**src/sv/rgc_pkg.sv**
```systemverilog
// Shared types and constants of the grid raycaster column engine.
// No dependencies; every other file of the block but rgc_ram imports this package.
package rgc_pkg;

    // Map geometry: cells are addressed as {y, x}, so both sides are powers of two.
    localparam int MAP_XB     = 5;
    localparam int MAP_YB     = 5;
    localparam int MAP_W      = 1 << MAP_XB;
    localparam int MAP_H      = 1 << MAP_YB;
    localparam int MAP_DEPTH  = MAP_W * MAP_H;
    localparam int MAP_AW     = MAP_XB + MAP_YB;
    localparam int CELL_W     = 4;

    // The walk gives up after this many empty cells.
    localparam int STEP_LIMIT = MAP_W * MAP_H * 2;
    localparam int STEP_W     = $clog2(STEP_LIMIT + 2);

    localparam int TEX_W      = 64;
    localparam int TEX_BITS   = 6;
    localparam int LINE_MAX   = 1 << 20;

    // Shared divider: left-aligned dividend, one quotient bit per cycle.
    localparam int DIV_NW     = 45;
    localparam int DIV_DW     = 34;
    localparam int DIV_CW     = 6;

    localparam int CFG_IW     = 3;
    localparam int CFG_DW     = 21;
    localparam int OUT_DW     = 96;

    // Configuration register indexes.
    localparam logic [CFG_IW-1:0] REG_POS_X   = 3'd0;
    localparam logic [CFG_IW-1:0] REG_POS_Y   = 3'd1;
    localparam logic [CFG_IW-1:0] REG_DIR_X   = 3'd2;
    localparam logic [CFG_IW-1:0] REG_DIR_Y   = 3'd3;
    localparam logic [CFG_IW-1:0] REG_PLANE_X = 3'd4;
    localparam logic [CFG_IW-1:0] REG_PLANE_Y = 3'd5;
    localparam logic [CFG_IW-1:0] REG_WIDTH   = 3'd6;
    localparam logic [CFG_IW-1:0] REG_HEIGHT  = 3'd7;

    // Input operation codes.
    localparam logic OP_WRITE = 1'b0;
    localparam logic OP_CAST  = 1'b1;

    typedef struct packed {
        logic clear;
        logic accept;
        logic ld_cam;
        logic mul_x;
        logic mul_y;
        logic ld_rdy;
        logic start_ddx;
        logic ld_ddx;
        logic start_ddy;
        logic ld_ddy;
        logic mul_sdx;
        logic mul_sdy;
        logic ld_sdy;
        logic step;
        logic check;
        logic start_perp;
        logic ld_perp;
        logic start_lh;
        logic mul_tex;
        logic ld_lh;
        logic load_out;
    } rgc_cmd_t;

    typedef struct packed {
        logic in_op;
        logic div_done;
        logic clear_last;
        logic walk_stop;
        logic out_free;
    } rgc_sts_t;

endpackage

```
**src/sv/rgc_ctrl.sv**
```systemverilog
// Sequencer of the raycaster: clear pass, input handshake and the cast sequence.
// Depends on rgc_pkg for the command and status structs.
module rgc_ctrl import rgc_pkg::*; (
    input  logic     clk,
    input  logic     rst_n,
    input  logic     in_valid,
    output logic     in_ready,
    input  rgc_sts_t sts,
    output rgc_cmd_t cmd
);

    localparam logic [4:0] S_CLEAR = 5'd0;
    localparam logic [4:0] S_IDLE  = 5'd1;
    localparam logic [4:0] S_CAM   = 5'd2;
    localparam logic [4:0] S_MULX  = 5'd3;
    localparam logic [4:0] S_MULY  = 5'd4;
    localparam logic [4:0] S_RAYY  = 5'd5;
    localparam logic [4:0] S_DDX   = 5'd6;
    localparam logic [4:0] S_DDY   = 5'd7;
    localparam logic [4:0] S_SDX   = 5'd8;
    localparam logic [4:0] S_SDY   = 5'd9;
    localparam logic [4:0] S_SDY2  = 5'd10;
    localparam logic [4:0] S_STEP  = 5'd11;
    localparam logic [4:0] S_CHECK = 5'd12;
    localparam logic [4:0] S_NUM   = 5'd13;
    localparam logic [4:0] S_PERP  = 5'd14;
    localparam logic [4:0] S_LHS   = 5'd15;
    localparam logic [4:0] S_LH    = 5'd16;
    localparam logic [4:0] S_FIN   = 5'd17;

    logic [4:0] state_reg, state_next;

    always_comb
    begin
        cmd        = '0;
        state_next = state_reg;
        in_ready   = 1'b0;
        case (state_reg)
            S_CLEAR:
            begin
                cmd.clear = 1'b1;
                if (sts.clear_last)
                begin
                    state_next = S_IDLE;
                end
            end
            S_IDLE:
            begin
                in_ready   = 1'b1;
                cmd.accept = in_valid;
                if (in_valid && (sts.in_op == OP_CAST))
                begin
                    state_next = S_CAM;
                end
            end
            S_CAM:
            begin
                if (sts.div_done)
                begin
                    cmd.ld_cam = 1'b1;
                    state_next = S_MULX;
                end
            end
            S_MULX:
            begin
                cmd.mul_x  = 1'b1;
                state_next = S_MULY;
            end
            S_MULY:
            begin
                cmd.mul_y  = 1'b1;
                state_next = S_RAYY;
            end
            S_RAYY:
            begin
                cmd.ld_rdy    = 1'b1;
                cmd.start_ddx = 1'b1;
                state_next    = S_DDX;
            end
            S_DDX:
            begin
                if (sts.div_done)
                begin
                    cmd.ld_ddx    = 1'b1;
                    cmd.start_ddy = 1'b1;
                    state_next    = S_DDY;
                end
            end
            S_DDY:
            begin
                if (sts.div_done)
                begin
                    cmd.ld_ddy = 1'b1;
                    state_next = S_SDX;
                end
            end
            S_SDX:
            begin
                cmd.mul_sdx = 1'b1;
                state_next  = S_SDY;
            end
            S_SDY:
            begin
                cmd.mul_sdy = 1'b1;
                state_next  = S_SDY2;
            end
            S_SDY2:
            begin
                cmd.ld_sdy = 1'b1;
                state_next = S_STEP;
            end
            S_STEP:
            begin
                cmd.step   = 1'b1;
                state_next = S_CHECK;
            end
            S_CHECK:
            begin
                cmd.check  = 1'b1;
                state_next = sts.walk_stop ? S_NUM : S_STEP;
            end
            S_NUM:
            begin
                cmd.start_perp = 1'b1;
                state_next     = S_PERP;
            end
            S_PERP:
            begin
                if (sts.div_done)
                begin
                    cmd.ld_perp = 1'b1;
                    state_next  = S_LHS;
                end
            end
            S_LHS:
            begin
                cmd.start_lh = 1'b1;
                cmd.mul_tex  = 1'b1;
                state_next   = S_LH;
            end
            S_LH:
            begin
                if (sts.div_done)
                begin
                    cmd.ld_lh  = 1'b1;
                    state_next = S_FIN;
                end
            end
            S_FIN:
            begin
                if (sts.out_free)
                begin
                    cmd.load_out = 1'b1;
                    state_next   = S_IDLE;
                end
            end
            default:
            begin
                state_next = S_IDLE;
            end
        endcase
    end

    always_ff @(posedge clk or negedge rst_n)
    begin
        if (!rst_n)
        begin
            state_reg <= S_CLEAR;
        end
        else
        begin
            state_reg <= state_next;
        end
    end

    // Every map read issued by a step is checked in the following cycle.
    a_step_check: assert property (@(posedge clk) disable iff (!rst_n)
        cmd.step |=> cmd.check)
        else $error("walk step not followed by a cell check");

    // A result is never loaded over one that has not been taken.
    a_out_free: assert property (@(posedge clk) disable iff (!rst_n)
        cmd.load_out |-> sts.out_free)
        else $error("result register overwritten");

    // A cast item always starts the camera division.
    a_cast_start: assert property (@(posedge clk) disable iff (!rst_n)
        (cmd.accept && (sts.in_op == OP_CAST)) |=> (state_reg == S_CAM))
        else $error("cast item did not start the ray setup");

endmodule

```
**config.mk**
```make
export PLATFORM = sky130hd
export DESIGN_NAME = rgc_ctrl
export DESIGN_NICKNAME = d
export VERILOG_FILES = /design/src/sv/rgc_pkg.sv /design/src/sv/rgc_ctrl.sv
export SDC_FILE = /design/constraint.sdc
export NUM_CORES = 1
export LEC_CHECK = 0
export BUFFER_PORTS_ARGS = -buffer_cell sky130_fd_sc_hd__buf_2
export CORE_AREA = 2 2 39 41
export CTS_BUF_LIST = sky130_fd_sc_hd__clkbuf_8
export DETAILED_ROUTE_END_ITERATION = 8
export DIE_AREA = 0 0 41 43
export GPL_ROUTABILITY_DRIVEN = 0
export PLACE_DENSITY = 0.82
export SLEW_MARGIN = 20
export SYNTH_ARGS = -nofsm -noshare
export SYNTH_HDL_FRONTEND = slang
export SYNTH_SLANG_ARGS = --single-unit
export TNS_END_PERCENT = 10
```
**constraint.sdc**
```tcl
create_clock -name clk -period 3.1 [get_ports clk]
set_input_delay 0.155 -clock clk [delete_from_list [all_inputs] [get_ports clk]]
set_output_delay 0.155 -clock clk [all_outputs]
set_load 0.03 [all_outputs]
```
==> impl_results.rst <==
.. list-table::
   :header-rows: 1

   * - Metric
     - Value
   * - Pre-CTS setup slack
     - 1.26 ns
   * - Final core utilization
     - 0.509
   * - Post-synth net total
     - 80
   * - Worst slew margin
     - 0.712
   * - Clock slew at reported path FFs
     - 0.04 ns
   * - Overall die area
     - 1760 µm²
   * - Sw Ratio
     - 0.539
   * - Port Buf Inserts
     - 29
   * - Post-Route WL
     - 1370 µm
   * - Crit path setup slack, layout
     - 1.22 ns
   * - LEAKAGE
     - 0.383 nW
   * - Final instance area
     - 704 µm²
   * - Switching pwr
     - 0.429 mW
   * - Peak supply drop
     - 0.000586 V
   * - Average via count per standard cell
     - 5.25
   * - Combinational power share
     - 0.611
   * - Syn. warnings
     - 0
   * - Resize count post-CTS
     - 0
   * - Critical-path maximum fanout
     - 15
   * - Portion of the clock cycle consumed by the worst path in the final layout
     - 0.607
   * - Highest attainable clock frequency
     - 532 MHz
   * - Share of post-route cells with drive strength above 1
     - 0.398
   * - Path class of the lowest-slack min-delay path
     - in2async
   * - Vias in the first global route
     - 539
   * - Post-detailed-route wirelength per cell
     - 12.0 µm
   * - Floorplan Core Area
     - 1380 µm²
   * - Outcome
     - finished clean
   * - Cells on worst reg2reg path
     - 5
   * - Clock tree from TritonCTS
     - built
   * - Remaining Overflow, GRT
     - 0
   * - Total of hold buffers inserted after clock tree synthesis
     - 1
   * - Placed wire-length estimate after detailed placement
     - 1070 µm
   * - Int Power
     - 0.367 mW
   * - Number of clock buffers inserted by TritonCTS
     - 3
   * - Accumulated negative setup slack
     - 0 ns
   * - Main flop type after synthesis
     - dfrtp_1
   * - Xor and xnor fraction of the mapped netlist area
     - 0.0330
   * - Die X-Extent
     - 41 µm
   * - Cell types with the largest area share after synthesis
     - dfrtp_1 24%, nor3_1 8.5%, nor2_1 6.4%, nor4_1 5.9%, nand2b_1 4.7%
   * - Number of placed I/O pins
     - 30
   * - Number of flops mapped to enable cells by yosys
     - 0
   * - Number of remaining DRC errors
     - 0
   * - Final cell count without fillers
     - 114
   * - Critical path required time
     - 2.94 ns
   * - Data arrival time at the worst-slack endpoint
     - 1.73 ns
   * - Worst setup endpoint
     - cmd[19]
   * - Seq cells post-synth
     - 5
   * - Endpoints failing setup
     - 0
   * - Most frequent cells after synthesis
     - 9 x nor2_1, 9 x nor3_1, 5 x dfrtp_1, 5 x nor4_1
   * - Pwr/cell area
     - 1130 nW/µm²
   * - Synth Instances
     - 72
   * - Global router's overall resource usage
     - 0.181
   * - Sort of element at the end of the critical path
     - output port
   * - Post-Synth Adder-Cell Area
     - 0.0189
   * - Min cycle time layout
     - 1.88 ns
   * - Area share of the largest cell type after synthesis
     - 0.236
   * - Simple-gate portion of the synthesized area
     - 0.401
   * - Post-CTS setup buffer count
     - 0
   * - Largest net degree at the start of global routing
     - 16
   * - Count of vias placed by the detailed router
     - 598
   * - Global-route wire length before repair
     - 2170 µm
   * - Fraction of synthesis flops using an asynchronous set or reset pin
     - 1.00
   * - Critical path launch point
     - state_reg[0]
   * - Sequential share of the synthesized area
     - 0.236
   * - Largest register FFs
     - 5
   * - Min Hold Slack
     - 0.279 ns
   * - Die Y-Extent
     - 43 µm
   * - Sequential group share of total power
     - 0.243
   * - Setup crit start kind
     - flip-flop
   * - Hold Vio Cnt, Final
     - 0
   * - PnR Total Power
     - 0.796 mW
   * - RSZ-0062 raised after global routing
     - no
   * - Instance area after placement
     - 649 µm²
   * - Critical register-to-register path startpoint
     - state_reg[1]
   * - R2r setup slk
     - 1.24 ns
   * - Clock tree root driver cell
     - clkbuf_8
   * - Total number of placement rows
     - 14
   * - Path type of the worst setup path
     - reg2out
   * - Largest clock skew in the final design
     - 0.00149 ns
   * - Proportion of synthesized area in mux cells
     - 0.0189
   * - Largest area contributor in the synthesized netlist
     - dfrtp_1
   * - Capture point of the worst reg-to-reg path
     - state_reg[4]
   * - Number of max-cap violations
     - 0
   * - Number of inserted filler cells in the final layout
     - 134
   * - Clock sink total
     - 5
   * - Count of unique library cells instantiated by Yosys
     - 32
   * - Slew Limit Fails
     - 0
   * - Mean area per synthesized cell
     - 7.37 µm²
   * - Post-layout nets
     - 107
   * - Clock latency on the worst-skew pair
     - 0.22 ns
   * - Number of antenna-violating nets in the routed design
     - 0
   * - P&R area growth vs syn
     - 32.8%
   * - Netlist area before placement
     - 531 µm²
   * - Slew at the pin with the worst max-slew slack
     - 0.432 ns
   * - Number of antenna violations at the first check in global routing
     - 0
   * - CTS H-tree depth
     - 1
   * - Placed cell count
     - 109
   * - Area fraction in compound gates after synthesis
     - 0.170
   * - Initial DRC Count
     - 7
   * - Maximum buffer depth of the clock tree
     - 2
   * - Ant. Diodes
     - 0
   * - Combinational family with the most area after synthesis
     - simple AND/OR/NAND/NOR gates
   * - Clock network fraction of design power
     - 0.146
   * - First drt pass iteration count
     - 4
   * - Initial Util
     - 0.383
==> cell type report <==
class                      instances  area [µm²]  area share
inverter                           5        18.8      0.0266
clock inverter                     1        3.75     0.00533
timing repair buffer              30         155       0.220
multi-input combinational         54         340       0.483
sequential                         5         125       0.178
clock buffer                       3        41.3      0.0586
tap                               16        20.0      0.0284
==> logic make-up (layout without fill, tap and decap cells) <==
group | count (synthesis) | count (layout)
flip-flops | 5 | 5
adder cells (fa/ha/maj) | 1 | 1
multiplexers | 1 | 1
AO/OA/AOI/OAI | 11 | 11
XOR/XNOR | 2 | 2
AND/OR/NAND/NOR | 39 | 39
buffers and inverters | 13 | 39
==> metal layers <==
| layer | routed length, µm | track usage | vias to the layer above |
|---|---|---|---|
| li1 | - | - | 304 |
| met1 | 612 | 0.227 | 277 |
| met2 | 679 | 0.288 | 15 |
| met3 | 62 | 0.0471 | 2 |
| met4 | 14 | 0.0600 | 0 |
| met5 | 0 | 0 | - |
==> power groups by stage <==
stage / sequential (mW) / combinational (mW) / clock (mW)
final: 0.194 / 0.487 / 0.116
after floorplan: 0.114 / 0.470 / 0
after global placement: 0.189 / 0.475 / 0
after CTS: 0.190 / 0.489 / 0.119
after global routing: 0.203 / 0.529 / 0.125
after detailed placement: 0.191 / 0.486 / 0
==> cells in the final DEF (no fill, tap or decap), drive strengths merged, types with 2 or more instances in the layout <==
| master | netlist | final |
|---|---|---|
| a211o | 2 | 2 |
| a21oi | 2 | 2 |
| buf | 7 | 29 |
| clkbuf | 1 | 3 |
| dfrtp | 5 | 5 |
| inv | 5 | 6 |
| nand2 | 3 | 3 |
| nand2b | 4 | 4 |
| nor2 | 10 | 10 |
| nor3 | 9 | 9 |
| nor4 | 5 | 5 |
| or3 | 3 | 3 |
==> how the worst min path moves through the flow <==
stage	slack, ns	to
after floorplan	-0.14	state_reg[0]
after global placement	-0.03	state_reg[3]
after detailed placement	-0.03	state_reg[0]
after CTS	0.28	state_reg[0]
after global routing	0.29	state_reg[0]
final	0.28	state_reg[0]
==> critical path, cell delays in order, from the launching register on <==
cell and delay, ns:
dfrtp_1 0.60, or2b_2 0.41, nor2_2 0.17, and2_1 0.14, buf_2 0.19
(Power assumes the default switching activity.)
